`src/rtl/assert_macros.svh`:
```
// assertion macros shared by the duration text parser rtl
// no dependencies; checks compile away when SYNTHESIS is defined
`ifndef ASSERT_MACROS_SVH
`define ASSERT_MACROS_SVH

`ifndef SYNTHESIS

// property must hold at every clock edge out of reset
`define AST_PROP(name, clk, rst_n, prop, msg) \
    name: assert property (@(posedge clk) disable iff (!rst_n) prop) \
        else $error(msg);

// condition must never be seen at a clock edge out of reset
`define AST_NEVER(name, clk, rst_n, cond, msg) \
    name: assert property (@(posedge clk) disable iff (!rst_n) !(cond)) \
        else $error(msg);

`else

`define AST_PROP(name, clk, rst_n, prop, msg)
`define AST_NEVER(name, clk, rst_n, cond, msg)

`endif

`endif

```
`src/rtl/dtp_pkg.sv`:
```
// shared types and constants of the duration text parser
// no dependencies
package dtp_pkg;

    localparam int unsigned NOW_W = 17;
    localparam int unsigned VAL_W = 31;
    localparam int unsigned SCL_W = 32;
    localparam int unsigned SUM_W = 36;

    localparam logic [VAL_W-1:0] SAT31 = 31'h7FFF_FFFF;
    localparam logic [SCL_W-1:0] SAT32 = 32'hFFFF_FFFF;

    localparam logic [11:0] SEC_PER_HOUR = 12'd3600;
    localparam logic [5:0]  SEC_PER_MIN  = 6'd60;
    localparam logic [16:0] SEC_PER_DAY  = 17'd86400;

    localparam logic [7:0] CH_0      = 8'h30;
    localparam logic [7:0] CH_9      = 8'h39;
    localparam logic [7:0] CH_SPACE  = 8'h20;
    localparam logic [7:0] CH_UP_A   = 8'h41;
    localparam logic [7:0] CH_UP_Z   = 8'h5A;
    localparam logic [7:0] CASE_OFS  = 8'h20;
    localparam logic [7:0] CH_H      = 8'h68;
    localparam logic [7:0] CH_M      = 8'h6D;
    localparam logic [7:0] CH_S      = 8'h73;
    localparam logic [7:0] CH_T      = 8'h74;

    typedef enum logic [1:0] {
        MODE_ABS   = 2'd0,
        MODE_UNIT  = 2'd1,
        MODE_SHORT = 2'd2
    } mode_t;

    // one finished string, as three addends plus the time of day
    typedef struct packed {
        logic             ok;
        mode_t            mode;
        logic [NOW_W-1:0] now_sec;
        logic [SCL_W-1:0] term0;
        logic [SCL_W-1:0] term1;
        logic [SCL_W-1:0] term2;
    } term_t;

endpackage

```
`src/rtl/dtp_scan.sv`:
```
// byte scanner: input register, token accumulators and addend selection
// depends on dtp_pkg and assert_macros.svh
`include "assert_macros.svh"

module dtp_scan #(
    parameter int unsigned MAX_LENGTH = 255,
    parameter int unsigned MAX_TOKENS = 10
) (
    input  logic                      aclk,
    input  logic                      aresetn,
    input  logic                      s_valid,
    output logic                      s_ready,
    input  logic [7:0]                s_char_code,
    input  logic                      s_last_char,
    input  logic [dtp_pkg::NOW_W-1:0] s_now_second_of_day,
    output logic                      a_vld,
    output dtp_pkg::term_t            a_data,
    input  logic                      a_ready
);

    localparam int unsigned BC_W = $clog2(MAX_LENGTH + 2);
    localparam int unsigned TC_W = $clog2(MAX_TOKENS + 2);
    localparam logic [BC_W-1:0] BC_MAX = BC_W'(MAX_LENGTH);
    localparam logic [TC_W-1:0] TC_MAX = TC_W'(MAX_TOKENS);
    localparam logic [TC_W-1:0] TC_ONE = TC_W'(1);
    localparam logic [TC_W-1:0] TC_TWO = TC_W'(2);
    localparam logic [TC_W-1:0] TC_THREE = TC_W'(3);

    // value*10 + inc, clipped at cap
    function automatic logic [31:0] mac10(input logic [31:0] base, input logic [14:0] inc,
                                          input logic [31:0] cap);
        logic [35:0] full;
        full = ({4'd0, base} << 3) + ({4'd0, base} << 1) + {21'd0, inc};
        return (full > {4'd0, cap}) ? cap : full[31:0];
    endfunction

    // input register
    logic                      in_vld_reg;
    logic [7:0]                char_reg;
    logic                      last_reg;
    logic [dtp_pkg::NOW_W-1:0] now_reg;
    logic                      in_take;

    // running state
    logic [30:0]     tv1_reg, tv1_next;
    logic [31:0]     tv60_reg, tv60_next;
    logic [31:0]     tv3600_reg, tv3600_next;
    logic [30:0]     bare_reg, bare_next;
    logic [TC_W-1:0] cnt_reg, cnt_next;
    logic            in_tok_reg, in_tok_next;
    logic            digit_reg, digit_next;
    logic            bad_reg, bad_next;
    logic [BC_W-1:0] bc_reg, bc_next;

    // first three tokens, kept at the scales they are used with
    logic [31:0] fv0_3600_reg, fv0_3600_next;
    logic [31:0] fv0_60_reg, fv0_60_next;
    logic [31:0] fv1_60_reg, fv1_60_next;
    logic [30:0] fv1_1_reg, fv1_1_next;
    logic [30:0] fv2_1_reg, fv2_1_next;

    logic           a_vld_reg;
    dtp_pkg::term_t a_data_reg;
    dtp_pkg::term_t term_next;
    logic           a_free;

    logic [7:0]      lc;
    logic            is_digit, is_space;
    logic            sfx_h, sfx_m, sfx_s, sfx_t, is_sfx;
    logic [3:0]      dig;
    logic [30:0]     base1;
    logic [31:0]     base60, base3600;
    logic [TC_W-1:0] close_idx;
    logic [32:0]     bare_add;

    logic            tok_open, captured;
    logic [TC_W-1:0] cnt_u, n_used;
    logic [31:0]     sfx_val;
    logic [31:0]     fv0_3600_e, fv0_60_e, fv1_60_e;
    logic [30:0]     fv1_1_e, fv2_1_e;

    assign a_free  = !a_vld_reg || a_ready;
    assign in_take = in_vld_reg && (!last_reg || a_free);
    assign s_ready = !in_vld_reg || in_take;
    assign a_vld   = a_vld_reg;
    assign a_data  = a_data_reg;

    always_ff @(posedge aclk) begin
        if (!aresetn) begin
            in_vld_reg <= 1'b0;
        end else if (s_ready) begin
            in_vld_reg <= s_valid;
        end
    end

    always_ff @(posedge aclk) begin
        if (s_ready && s_valid) begin
            char_reg <= s_char_code;
            last_reg <= s_last_char;
            now_reg  <= s_now_second_of_day;
        end
    end

    // byte decode
    always_comb begin
        lc = ((char_reg >= dtp_pkg::CH_UP_A) && (char_reg <= dtp_pkg::CH_UP_Z)) ?
             (char_reg + dtp_pkg::CASE_OFS) : char_reg;
        is_digit = (char_reg >= dtp_pkg::CH_0) && (char_reg <= dtp_pkg::CH_9);
        is_space = (char_reg == dtp_pkg::CH_SPACE);
        sfx_h    = last_reg && (lc == dtp_pkg::CH_H);
        sfx_m    = last_reg && (lc == dtp_pkg::CH_M);
        sfx_s    = last_reg && (lc == dtp_pkg::CH_S);
        sfx_t    = last_reg && (lc == dtp_pkg::CH_T);
        is_sfx   = sfx_h || sfx_m || sfx_s || sfx_t;
        dig      = char_reg[3:0];
    end

    // state update for one beat
    always_comb begin
        tv1_next      = tv1_reg;
        tv60_next     = tv60_reg;
        tv3600_next   = tv3600_reg;
        bare_next     = bare_reg;
        cnt_next      = cnt_reg;
        in_tok_next   = in_tok_reg;
        digit_next    = digit_reg;
        bad_next      = bad_reg;
        fv0_3600_next = fv0_3600_reg;
        fv0_60_next   = fv0_60_reg;
        fv1_60_next   = fv1_60_reg;
        fv1_1_next    = fv1_1_reg;
        fv2_1_next    = fv2_1_reg;
        bc_next       = (bc_reg <= BC_MAX) ? (bc_reg + 1'b1) : bc_reg;

        base1     = in_tok_reg ? tv1_reg : '0;
        base60    = in_tok_reg ? tv60_reg : '0;
        base3600  = in_tok_reg ? tv3600_reg : '0;
        close_idx = cnt_reg - 1'b1;
        bare_add  = {2'b00, bare_reg} + {1'b0, tv60_reg};

        if (is_digit) begin
            if (!in_tok_reg && (cnt_reg <= TC_MAX)) begin
                cnt_next = cnt_reg + 1'b1;
            end
            tv1_next    = 31'(mac10({1'b0, base1}, {11'd0, dig}, {1'b0, dtp_pkg::SAT31}));
            tv60_next   = mac10(base60, {11'd0, dig} * 15'(dtp_pkg::SEC_PER_MIN),
                                dtp_pkg::SAT32);
            tv3600_next = mac10(base3600, {11'd0, dig} * 15'(dtp_pkg::SEC_PER_HOUR),
                                dtp_pkg::SAT32);
            in_tok_next = 1'b1;
            digit_next  = 1'b1;
        end else if (is_space) begin
            if (in_tok_reg) begin
                in_tok_next = 1'b0;
                if (close_idx == '0) begin
                    fv0_3600_next = tv3600_reg;
                    fv0_60_next   = tv60_reg;
                end
                if (close_idx == TC_ONE) begin
                    fv1_60_next = tv60_reg;
                    fv1_1_next  = tv1_reg;
                end
                if (close_idx == TC_TWO) begin
                    fv2_1_next = tv1_reg;
                end
                if (close_idx < TC_MAX) begin
                    bare_next = (bare_add > {2'b00, dtp_pkg::SAT31}) ?
                                dtp_pkg::SAT31 : bare_add[30:0];
                end
            end
        end else if (!is_sfx) begin
            bad_next = 1'b1;
        end
    end

    // end of string: pick the addends for the final sum
    always_comb begin
        tok_open = !in_tok_next;
        cnt_u    = (tok_open && (cnt_next <= TC_MAX)) ? (cnt_next + 1'b1) : cnt_next;
        captured = (cnt_u <= TC_MAX);
        n_used   = captured ? cnt_u : TC_MAX;

        if (!captured || tok_open) begin
            sfx_val = '0;
        end else if (sfx_h) begin
            sfx_val = tv3600_next;
        end else if (sfx_m) begin
            sfx_val = tv60_next;
        end else begin
            sfx_val = {1'b0, tv1_next};
        end

        // an open token is closed into the first values before use
        fv0_3600_e = (in_tok_next && (cnt_next == TC_ONE)) ? tv3600_next : fv0_3600_next;
        fv0_60_e   = (in_tok_next && (cnt_next == TC_ONE)) ? tv60_next : fv0_60_next;
        fv1_60_e   = (in_tok_next && (cnt_next == TC_TWO)) ? tv60_next : fv1_60_next;
        fv1_1_e    = (in_tok_next && (cnt_next == TC_TWO)) ? tv1_next : fv1_1_next;
        fv2_1_e    = (in_tok_next && (cnt_next == TC_THREE)) ? tv1_next : fv2_1_next;

        term_next.ok      = !bad_next && digit_next && (bc_next <= BC_MAX);
        term_next.now_sec = now_reg;
        term_next.mode    = dtp_pkg::MODE_SHORT;
        term_next.term0   = '0;
        term_next.term1   = '0;
        term_next.term2   = '0;

        priority if (sfx_h || sfx_m || sfx_s) begin
            term_next.mode = dtp_pkg::MODE_UNIT;
            priority if (n_used == TC_TWO) begin
                term_next.term0 = fv0_60_next;
                term_next.term1 = sfx_val;
            end else if (n_used == TC_THREE) begin
                term_next.term0 = fv0_3600_next;
                term_next.term1 = fv1_60_next;
                term_next.term2 = captured ? sfx_val : {1'b0, fv2_1_next};
            end else begin
                term_next.term0 = {1'b0, bare_next};
                term_next.term1 = sfx_val;
            end
        end else if (sfx_t) begin
            term_next.mode  = dtp_pkg::MODE_ABS;
            term_next.term0 = fv0_3600_e;
            term_next.term1 = (cnt_next >= TC_TWO) ? fv1_60_e : '0;
            term_next.term2 = (cnt_next >= TC_THREE) ? {1'b0, fv2_1_e} : '0;
        end else begin
            priority if (cnt_next >= TC_THREE) begin
                term_next.term0 = fv0_3600_e;
                term_next.term1 = fv1_60_e;
                term_next.term2 = {1'b0, fv2_1_e};
            end else if (cnt_next == TC_TWO) begin
                term_next.term0 = fv0_60_e;
                term_next.term1 = {1'b0, fv1_1_e};
            end else if (cnt_next == TC_ONE) begin
                term_next.term0 = fv0_60_e;
            end else begin
                term_next.term0 = '0;
            end
        end
    end

    always_ff @(posedge aclk) begin
        if (!aresetn) begin
            tv1_reg    <= '0;
            tv60_reg   <= '0;
            tv3600_reg <= '0;
            bare_reg   <= '0;
            cnt_reg    <= '0;
            in_tok_reg <= 1'b0;
            digit_reg  <= 1'b0;
            bad_reg    <= 1'b0;
            bc_reg     <= '0;
        end else if (in_take) begin
            if (last_reg) begin
                tv1_reg    <= '0;
                tv60_reg   <= '0;
                tv3600_reg <= '0;
                bare_reg   <= '0;
                cnt_reg    <= '0;
                in_tok_reg <= 1'b0;
                digit_reg  <= 1'b0;
                bad_reg    <= 1'b0;
                bc_reg     <= '0;
            end else begin
                tv1_reg    <= tv1_next;
                tv60_reg   <= tv60_next;
                tv3600_reg <= tv3600_next;
                bare_reg   <= bare_next;
                cnt_reg    <= cnt_next;
                in_tok_reg <= in_tok_next;
                digit_reg  <= digit_next;
                bad_reg    <= bad_next;
                bc_reg     <= bc_next;
            end
        end
    end

    // written before read within every string, so no reset
    always_ff @(posedge aclk) begin
        if (in_take) begin
            fv0_3600_reg <= fv0_3600_next;
            fv0_60_reg   <= fv0_60_next;
            fv1_60_reg   <= fv1_60_next;
            fv1_1_reg    <= fv1_1_next;
            fv2_1_reg    <= fv2_1_next;
        end
    end

    always_ff @(posedge aclk) begin
        if (!aresetn) begin
            a_vld_reg <= 1'b0;
        end else if (a_free) begin
            a_vld_reg <= in_take && last_reg;
        end
    end

    always_ff @(posedge aclk) begin
        if (in_take && last_reg) begin
            a_data_reg <= term_next;
        end
    end

    `AST_PROP(a_cnt_range, aclk, aresetn, cnt_reg <= TC_W'(MAX_TOKENS + 1), "token count overrun")
    `AST_NEVER(a_bc_range, aclk, aresetn, bc_reg > BC_W'(MAX_LENGTH + 1), "byte count overrun")
    `AST_PROP(a_tok_digit, aclk, aresetn, in_tok_reg |-> digit_reg, "token open without digit")
    `AST_PROP(a_clear_after_last, aclk, aresetn, in_take && last_reg |=> (cnt_reg == '0) && !in_tok_reg && (bc_reg == '0), "state not cleared after last beat")
    `AST_PROP(a_hold_stage, aclk, aresetn, a_vld_reg && !a_ready |=> a_vld_reg && $stable(a_data_reg), "addend stage lost while stalled")

endmodule

```
`src/rtl/dtp_resolve.sv`:
```
// final sum, time-of-day wrap, saturation and result register
// depends on dtp_pkg and assert_macros.svh
`include "assert_macros.svh"

module dtp_resolve (
    input  logic                      aclk,
    input  logic                      aresetn,
    input  logic                      a_vld,
    input  dtp_pkg::term_t            a_data,
    output logic                      a_ready,
    output logic                      m_valid,
    input  logic                      m_ready,
    output logic                      m_valid_res,
    output logic [dtp_pkg::VAL_W-1:0] m_duration_sec,
    output logic [1:0]                m_parse_mode
);

    localparam int unsigned SW = dtp_pkg::SUM_W;

    logic          b_vld_reg;
    logic          b_ok_reg;
    dtp_pkg::mode_t b_mode_reg;
    logic [SW-1:0] b_sum_reg;
    logic [SW-1:0] b_sum_next;
    logic          b_ready;
    logic          a_abs;

    logic          m_valid_reg;
    logic          m_valid_res_reg;
    logic [dtp_pkg::VAL_W-1:0] m_total_reg;
    logic [1:0]    m_mode_reg;

    logic          b_abs;
    logic          nonpos;
    logic [SW-1:0] fin;
    logic          fin_pos;
    logic [dtp_pkg::VAL_W-1:0] fin_sat;
    logic          res_ok;

    assign b_ready = !m_valid_reg || m_ready;
    assign a_ready = !b_vld_reg || b_ready;

    // absolute mode subtracts now here; the sign is checked in the next stage
    assign a_abs      = (a_data.mode == dtp_pkg::MODE_ABS);
    assign b_sum_next = SW'(a_data.term0) + SW'(a_data.term1) + SW'(a_data.term2)
                      - (a_abs ? SW'(a_data.now_sec) : '0);

    always_ff @(posedge aclk) begin
        if (!aresetn) begin
            b_vld_reg <= 1'b0;
        end else if (a_ready) begin
            b_vld_reg <= a_vld;
        end
    end

    always_ff @(posedge aclk) begin
        if (a_ready && a_vld) begin
            b_ok_reg   <= a_data.ok;
            b_mode_reg <= a_data.mode;
            b_sum_reg  <= b_sum_next;
        end
    end

    always_comb begin
        b_abs   = (b_mode_reg == dtp_pkg::MODE_ABS);
        nonpos  = b_sum_reg[SW-1] || (b_sum_reg == '0);
        // target not later than now: same time tomorrow
        fin     = (b_abs && nonpos) ? (b_sum_reg + SW'(dtp_pkg::SEC_PER_DAY)) : b_sum_reg;
        fin_pos = !fin[SW-1] && (fin != '0);
        fin_sat = (fin > SW'(dtp_pkg::SAT31)) ? dtp_pkg::SAT31 : fin[dtp_pkg::VAL_W-1:0];
        res_ok  = b_ok_reg && fin_pos;
    end

    always_ff @(posedge aclk) begin
        if (!aresetn) begin
            m_valid_reg <= 1'b0;
        end else if (b_ready) begin
            m_valid_reg <= b_vld_reg;
        end
    end

    always_ff @(posedge aclk) begin
        if (b_ready && b_vld_reg) begin
            m_valid_res_reg <= res_ok;
            m_total_reg     <= res_ok ? fin_sat : '0;
            m_mode_reg      <= res_ok ? b_mode_reg : '0;
        end
    end

    assign m_valid        = m_valid_reg;
    assign m_valid_res    = m_valid_res_reg;
    assign m_duration_sec = m_total_reg;
    assign m_parse_mode   = m_mode_reg;

    `AST_PROP(a_res_nonzero, aclk, aresetn, m_valid_reg && m_valid_res_reg |-> m_total_reg != '0, "valid result of zero seconds")
    `AST_PROP(a_res_cleared, aclk, aresetn, m_valid_reg && !m_valid_res_reg |-> (m_total_reg == '0) && (m_mode_reg == '0), "invalid result carries data")
    `AST_PROP(a_sum_hold, aclk, aresetn, b_vld_reg && !b_ready |=> b_vld_reg && $stable(b_sum_reg), "sum stage lost while stalled")
    `AST_PROP(a_sum_moves, aclk, aresetn, b_vld_reg && b_ready |=> m_valid_reg, "sum stage result dropped")

endmodule

```
`src/rtl/duration_text_parser_core.sv`:
```
// top level of the duration text parser: byte scanner plus result stage
// depends on dtp_pkg, dtp_scan and dtp_resolve
//
//  channel  | direction | ports                                         | handshake
//  ---------+-----------+-----------------------------------------------+----------------
//  s_ input | in        | s_char_code, s_last_char, s_now_second_of_day | s_valid/s_ready
//  m_ result| out       | m_valid_res, m_duration_sec, m_parse_mode     | m_valid/m_ready
//
// one byte beat per cycle sustained while no last byte waits; only the beat flagged last yields a result beat
// once its last byte is accepted, a result passes from the input register through the addend,
// sum and output registers in that order
// synchronous active-low reset clears control state; no clearing pass
// while the result path is full other bytes keep being taken; a last byte waits in
// the input register until the addend register frees
module duration_text_parser_core #(
    parameter int unsigned MAX_LENGTH = 255,
    parameter int unsigned MAX_TOKENS = 10
) (
    input  logic                      aclk,
    input  logic                      aresetn,
    input  logic                      s_valid,
    output logic                      s_ready,
    input  logic [7:0]                s_char_code,
    input  logic                      s_last_char,
    input  logic [dtp_pkg::NOW_W-1:0] s_now_second_of_day,
    output logic                      m_valid,
    input  logic                      m_ready,
    output logic                      m_valid_res,
    output logic [dtp_pkg::VAL_W-1:0] m_duration_sec,
    output logic [1:0]                m_parse_mode
);

    logic           a_vld;
    logic           a_ready;
    dtp_pkg::term_t a_data;

    dtp_scan #(
        .MAX_LENGTH (MAX_LENGTH),
        .MAX_TOKENS (MAX_TOKENS)
    ) u_scan (
        .aclk                (aclk),
        .aresetn             (aresetn),
        .s_valid             (s_valid),
        .s_ready             (s_ready),
        .s_char_code         (s_char_code),
        .s_last_char         (s_last_char),
        .s_now_second_of_day (s_now_second_of_day),
        .a_vld               (a_vld),
        .a_data              (a_data),
        .a_ready             (a_ready)
    );

    dtp_resolve u_resolve (
        .aclk           (aclk),
        .aresetn        (aresetn),
        .a_vld          (a_vld),
        .a_data         (a_data),
        .a_ready        (a_ready),
        .m_valid        (m_valid),
        .m_ready        (m_ready),
        .m_valid_res    (m_valid_res),
        .m_duration_sec (m_duration_sec),
        .m_parse_mode   (m_parse_mode)
    );

endmodule

```
`config.mk`:
```
export PLATFORM = sky130hd
export DESIGN_NAME = duration_text_parser_core
export DESIGN_NICKNAME = d
export VERILOG_FILES = /design/src/rtl/dtp_pkg.sv /design/src/rtl/dtp_scan.sv /design/src/rtl/dtp_resolve.sv /design/src/rtl/duration_text_parser_core.sv
export VERILOG_INCLUDE_DIRS = /design/src /design/src/rtl
export SDC_FILE = /design/constraint.sdc
export NUM_CORES = 2
export LEC_CHECK = 0
export BUFFER_PORTS_ARGS = -buffer_cell sky130_fd_sc_hd__buf_2
export CAP_MARGIN = 15
export CORE_ASPECT_RATIO = 0.75
export CORE_MARGIN = 2
export CORE_UTILIZATION = 44
export CTS_BUF_LIST = sky130_fd_sc_hd__clkbuf_16
export DETAILED_ROUTE_END_ITERATION = 10
export GPL_TIMING_DRIVEN = 0
export HOLD_SLACK_MARGIN = 0.12
export MAX_ROUTING_LAYER = met4
export SYNTH_ARGS = -nofsm -noshare
export SYNTH_HDL_FRONTEND = slang
export SYNTH_SLANG_ARGS = --single-unit
```
`constraint.sdc`:
```
create_clock -name aclk -period 14.1 [get_ports aclk]
set_clock_uncertainty 0.15 [all_clocks]
set_input_delay 1.41 -clock aclk [delete_from_list [all_inputs] [get_ports aclk]]
set_output_delay 1.41 -clock aclk [all_outputs]
set_load 0.02 [all_outputs]
```
==> load_flow_metrics.sql <==
INSERT INTO impl_metrics (metric_group, metric, value, unit) VALUES
('outcome', 'status', 'finished, violations left', ''),
('outcome', 'violations_in_the_final_reports', 'capacitance limit', ''),
('synthesis', 'post_synth_main_area_contributors', 'sky130_fd_sc_hd__edfxtp_1 29%, sky130_fd_sc_hd__ha_1 10%, sky130_fd_sc_hd__dfxtp_1 7.4%', ''),
('clock_network', 'clk_latency', '700', 'ps'),
('global_route', 'grt_max_degree', '69', ''),
('critical_path', 'timing.critical_path.arrival', '9800', 'ps'),
('clock_network', 'path_clk_slew', '60', 'ps'),
('power_and_ir_drop', 'p_comb_share', '16.3', '%'),
('die', 'core_area', '88100', 'um2'),
('power_and_ir_drop', 'sequential_power_share', '42.1', '%'),
('synthesis', 'ys_types', '98', ''),
('die', 'initial_utilization', '44.6', '%'),
('clock_network', 'tritoncts.num_buffers', '58', ''),
('power_and_ir_drop', 'p_int', '2860', 'uW'),
('synthesis', 'synth_top_cell_by_area', 'sky130_fd_sc_hd__edfxtp_1', ''),
('die', 'die_height', '263', 'um'),
('route', 'routed-via-count', '37500', ''),
('synthesis', 'synth_ff_type', 'sky130_fd_sc_hd__edfxtp_1', ''),
('power_and_ir_drop', 'power_leakage', '0.0172', 'uW'),
('synthesis', 'ys_seq_area_share', '36.0', '%'),
('route', 'route.antenna.remaining_nets', '0', ''),
('sta', 'fin_crit', '9550', 'ps'),
('min_path', 'holdCritPathClass', 'reg2reg', ''),
('global_route', 'grt_first_pass_wirelength', '266', 'mm'),
('final_layout', 'drive_above_1_share', '8.69', '%'),
('synthesis', 'area_of_the_mapped_netlist', '39300', 'um2'),
('die', 'dieArea', '91700', 'um2'),
('sta', 'timing.final.hold_violations', '0', ''),
('critical_path', 'critPathRequiredTime', '14350', 'ps'),
('clock_network', 'root_buffer', 'sky130_fd_sc_hd__clkbuf_16', ''),
('critical_path', 'worst_path_max_delay_cell', 'sky130_fd_sc_hd__o22ai_1', ''),
('sta', 'final_max_slew_viol_count', '0', ''),
('synthesis', 'yosys-top-cells-count', '373 x sky130_fd_sc_hd__edfxtp_1, 336 x sky130_fd_sc_hd__nand2_1, 324 x sky130_fd_sc_hd__a21oi_1', ''),
('final_layout', 'flow.area_growth_from_synthesis', '10.9', '%'),
('final_layout', 'largest_register_ff_count', '116', ''),
('sta', 'finalCritPeriodShare', '67.7', '%'),
('global_route', 'grt_antenna_before_repair', '44', ''),
('route', 'wl', '196', 'mm'),
('global_route', 'total_grt_overflow', '0', ''),
('flow_run', 'maxCapViolCount', '1', ''),
('synthesis', 'yosys.cell_count.top_type', 'sky130_fd_sc_hd__edfxtp_1', ''),
('sta', 'hold_ws', '264', 'ps'),
('route', 'drt_drc_violations_left', '0', ''),
('place', 'post_dp_cell_area', '41300', 'um2'),
('synthesis', 'postSynthRegisterBits', '519', ''),
('power_and_ir_drop', 'switching_share', '29.4', '%'),
('synthesis', 'postSynth.asyncResetShare', '0', '%'),
('route', 'viasPerCell', '6.62', ''),
('critical_path', 'cell_type_with_the_highest_occurrence_count_on_the_critical_path', 'sky130_fd_sc_hd__clkbuf_1', ''),
('die', 'top_level_port_count', '66', ''),
('route', 'number_of_iterations_in_the_first_detailed_routing_pass', '8', ''),
('synthesis', 'synth_top_cell_area_share', '28.5', '%'),
('sta', 'unrepaired_setup_endpoints_after_global_routing', 'false', ''),
('power_and_ir_drop', 'p_sw', '1190', 'uW'),
('synthesis', 'syn-instance-count', '4263', ''),
('place', 'pre_cts_slack', '5150', 'ps'),
('synthesis', 'avgSynthCellArea', '9.21', 'um2'),
('clock_network', 'cts_resized', '0', ''),
('synthesis', 'number_of_enable_flip_flop_cells_after_synthesis', '373', ''),
('place', 'placement.io_buffers', '64', ''),
('clock_network', 'clock_tree.buffer_depth', '3', ''),
('critical_path', 'crit_path_end_kind', 'flip-flop', ''),
('clock_network', 'post_cts_setup_bufs', '0', ''),
('synthesis', 'net_count_after_synthesis', '4655', ''),
('route', 'wire_per_inst', '34.6', 'um'),
('global_route', 'track_usage', '42.8', '%'),
('power_and_ir_drop', 'clkPwrFrac', '41.6', '%'),
('critical_path', 'timing.critical_path.slowest_cell_delay', '1160', 'ps'),
('global_route', 'number_of_global_route_vias_before_repair', '33500', ''),
('critical_path', 'crit_path_start_kind', 'flip-flop', ''),
('sta', 'timing.slew.headroom', '0.366', '%');
## final cells by class
cell class / instances / area [um2]
fillers: 8460 / 44600
multi-input cells: 3272 / 23300
flip-flops and latches: 519 / 14100
clock buffers: 63 / 1580
well taps: 1152 / 1440
plain buffers: 244 / 1000
inverters: 228 / 858
repair buffers: 83 / 584
clock inverters: 46 / 490
diodes: 57 / 143
## worst paths after layout
| path | endpoint | start | slack (ps) | cells past startpoint |
|---|---|---|---|---|
| worst max-delay path | u_scan.a_data[44]$_DFFE_PP_ | u_scan.in_tok_reg$_SDFFE_PN0P_ | 4550 | 21 |
| worst min-delay path | u_scan.a_data[100]$_DFFE_PP_ | u_scan.now_reg[4]$_DFFE_PP_ | 260 | 0 |
| worst max register to register | u_scan.a_data[44]$_DFFE_PP_ | u_scan.in_tok_reg$_SDFFE_PN0P_ | 4550 | 21 |
| worst min register to register | u_scan.a_data[100]$_DFFE_PP_ | u_scan.now_reg[4]$_DFFE_PP_ | 260 | 0 |
## power by group through the flow
stage          clock (uW)  combinational (uW)  sequential (uW)
5_1_grt              1740                 707             1710
4_1_cts              1690                 638             1700
3_5_place_dp            0                 634             1740
6_report             1690                 661             1710
2_1_floorplan           0                 428             1730
3_3_place_gp            0                 623             1750
## cell usage in the layout, fill, tap and decap left out, drive strengths merged, types with 119 or more instances in the layout
cell,n
buf,142
inv,240
xnor2,119
and2,150
nor2,281
ha,316
clkbuf,248
nand2,336
dfxtp,146
o21ai,320
a21oi,325
edfxtp,373
## critical path, delay by kind of cell (launching register included)
family / cells / cell delay (ps)
adder cells (fa/ha/maj): 2 / 940
flip-flops: 1 / 320
multiplexers: 1 / 140
AND/OR/NAND/NOR: 4 / 1040
AO/OA/AOI/OAI: 7 / 3360
buffers and inverters: 7 / 3330
## routing by layer
metal  track usage [%]  vias to the layer above  part of all wire [%]
met1              58.4                    18200                    43
met3              19.8                      473                    15
met2              53.4                     2636                    37
met5                 -                        -                     0
li1                  -                    16200                     -
met4              16.9                        0                   4.9
## through the flow
stage	utilization (%)	total power (uW)	instances
3_3_place_gp	46.6	2370	5479
3_5_place_dp	46.8	2370	5491
2_1_floorplan	-	2150	4263
4_1_cts	49.2	4030	5600
5_1_grt	49.4	4150	5649
6_report	49.4	4050	5664
## cells by family after synthesis
family	share of synthesized area, %
AO/OA/AOI/OAI	23.5
multiplexers	4.79
adder cells (fa/ha/maj)	12.4
buffers and inverters	4.73
flip-flops	36.0
XOR/XNOR	4.62
AND/OR/NAND/NOR	14.0
No activity file was read; power rests on OpenSTA's default activity.
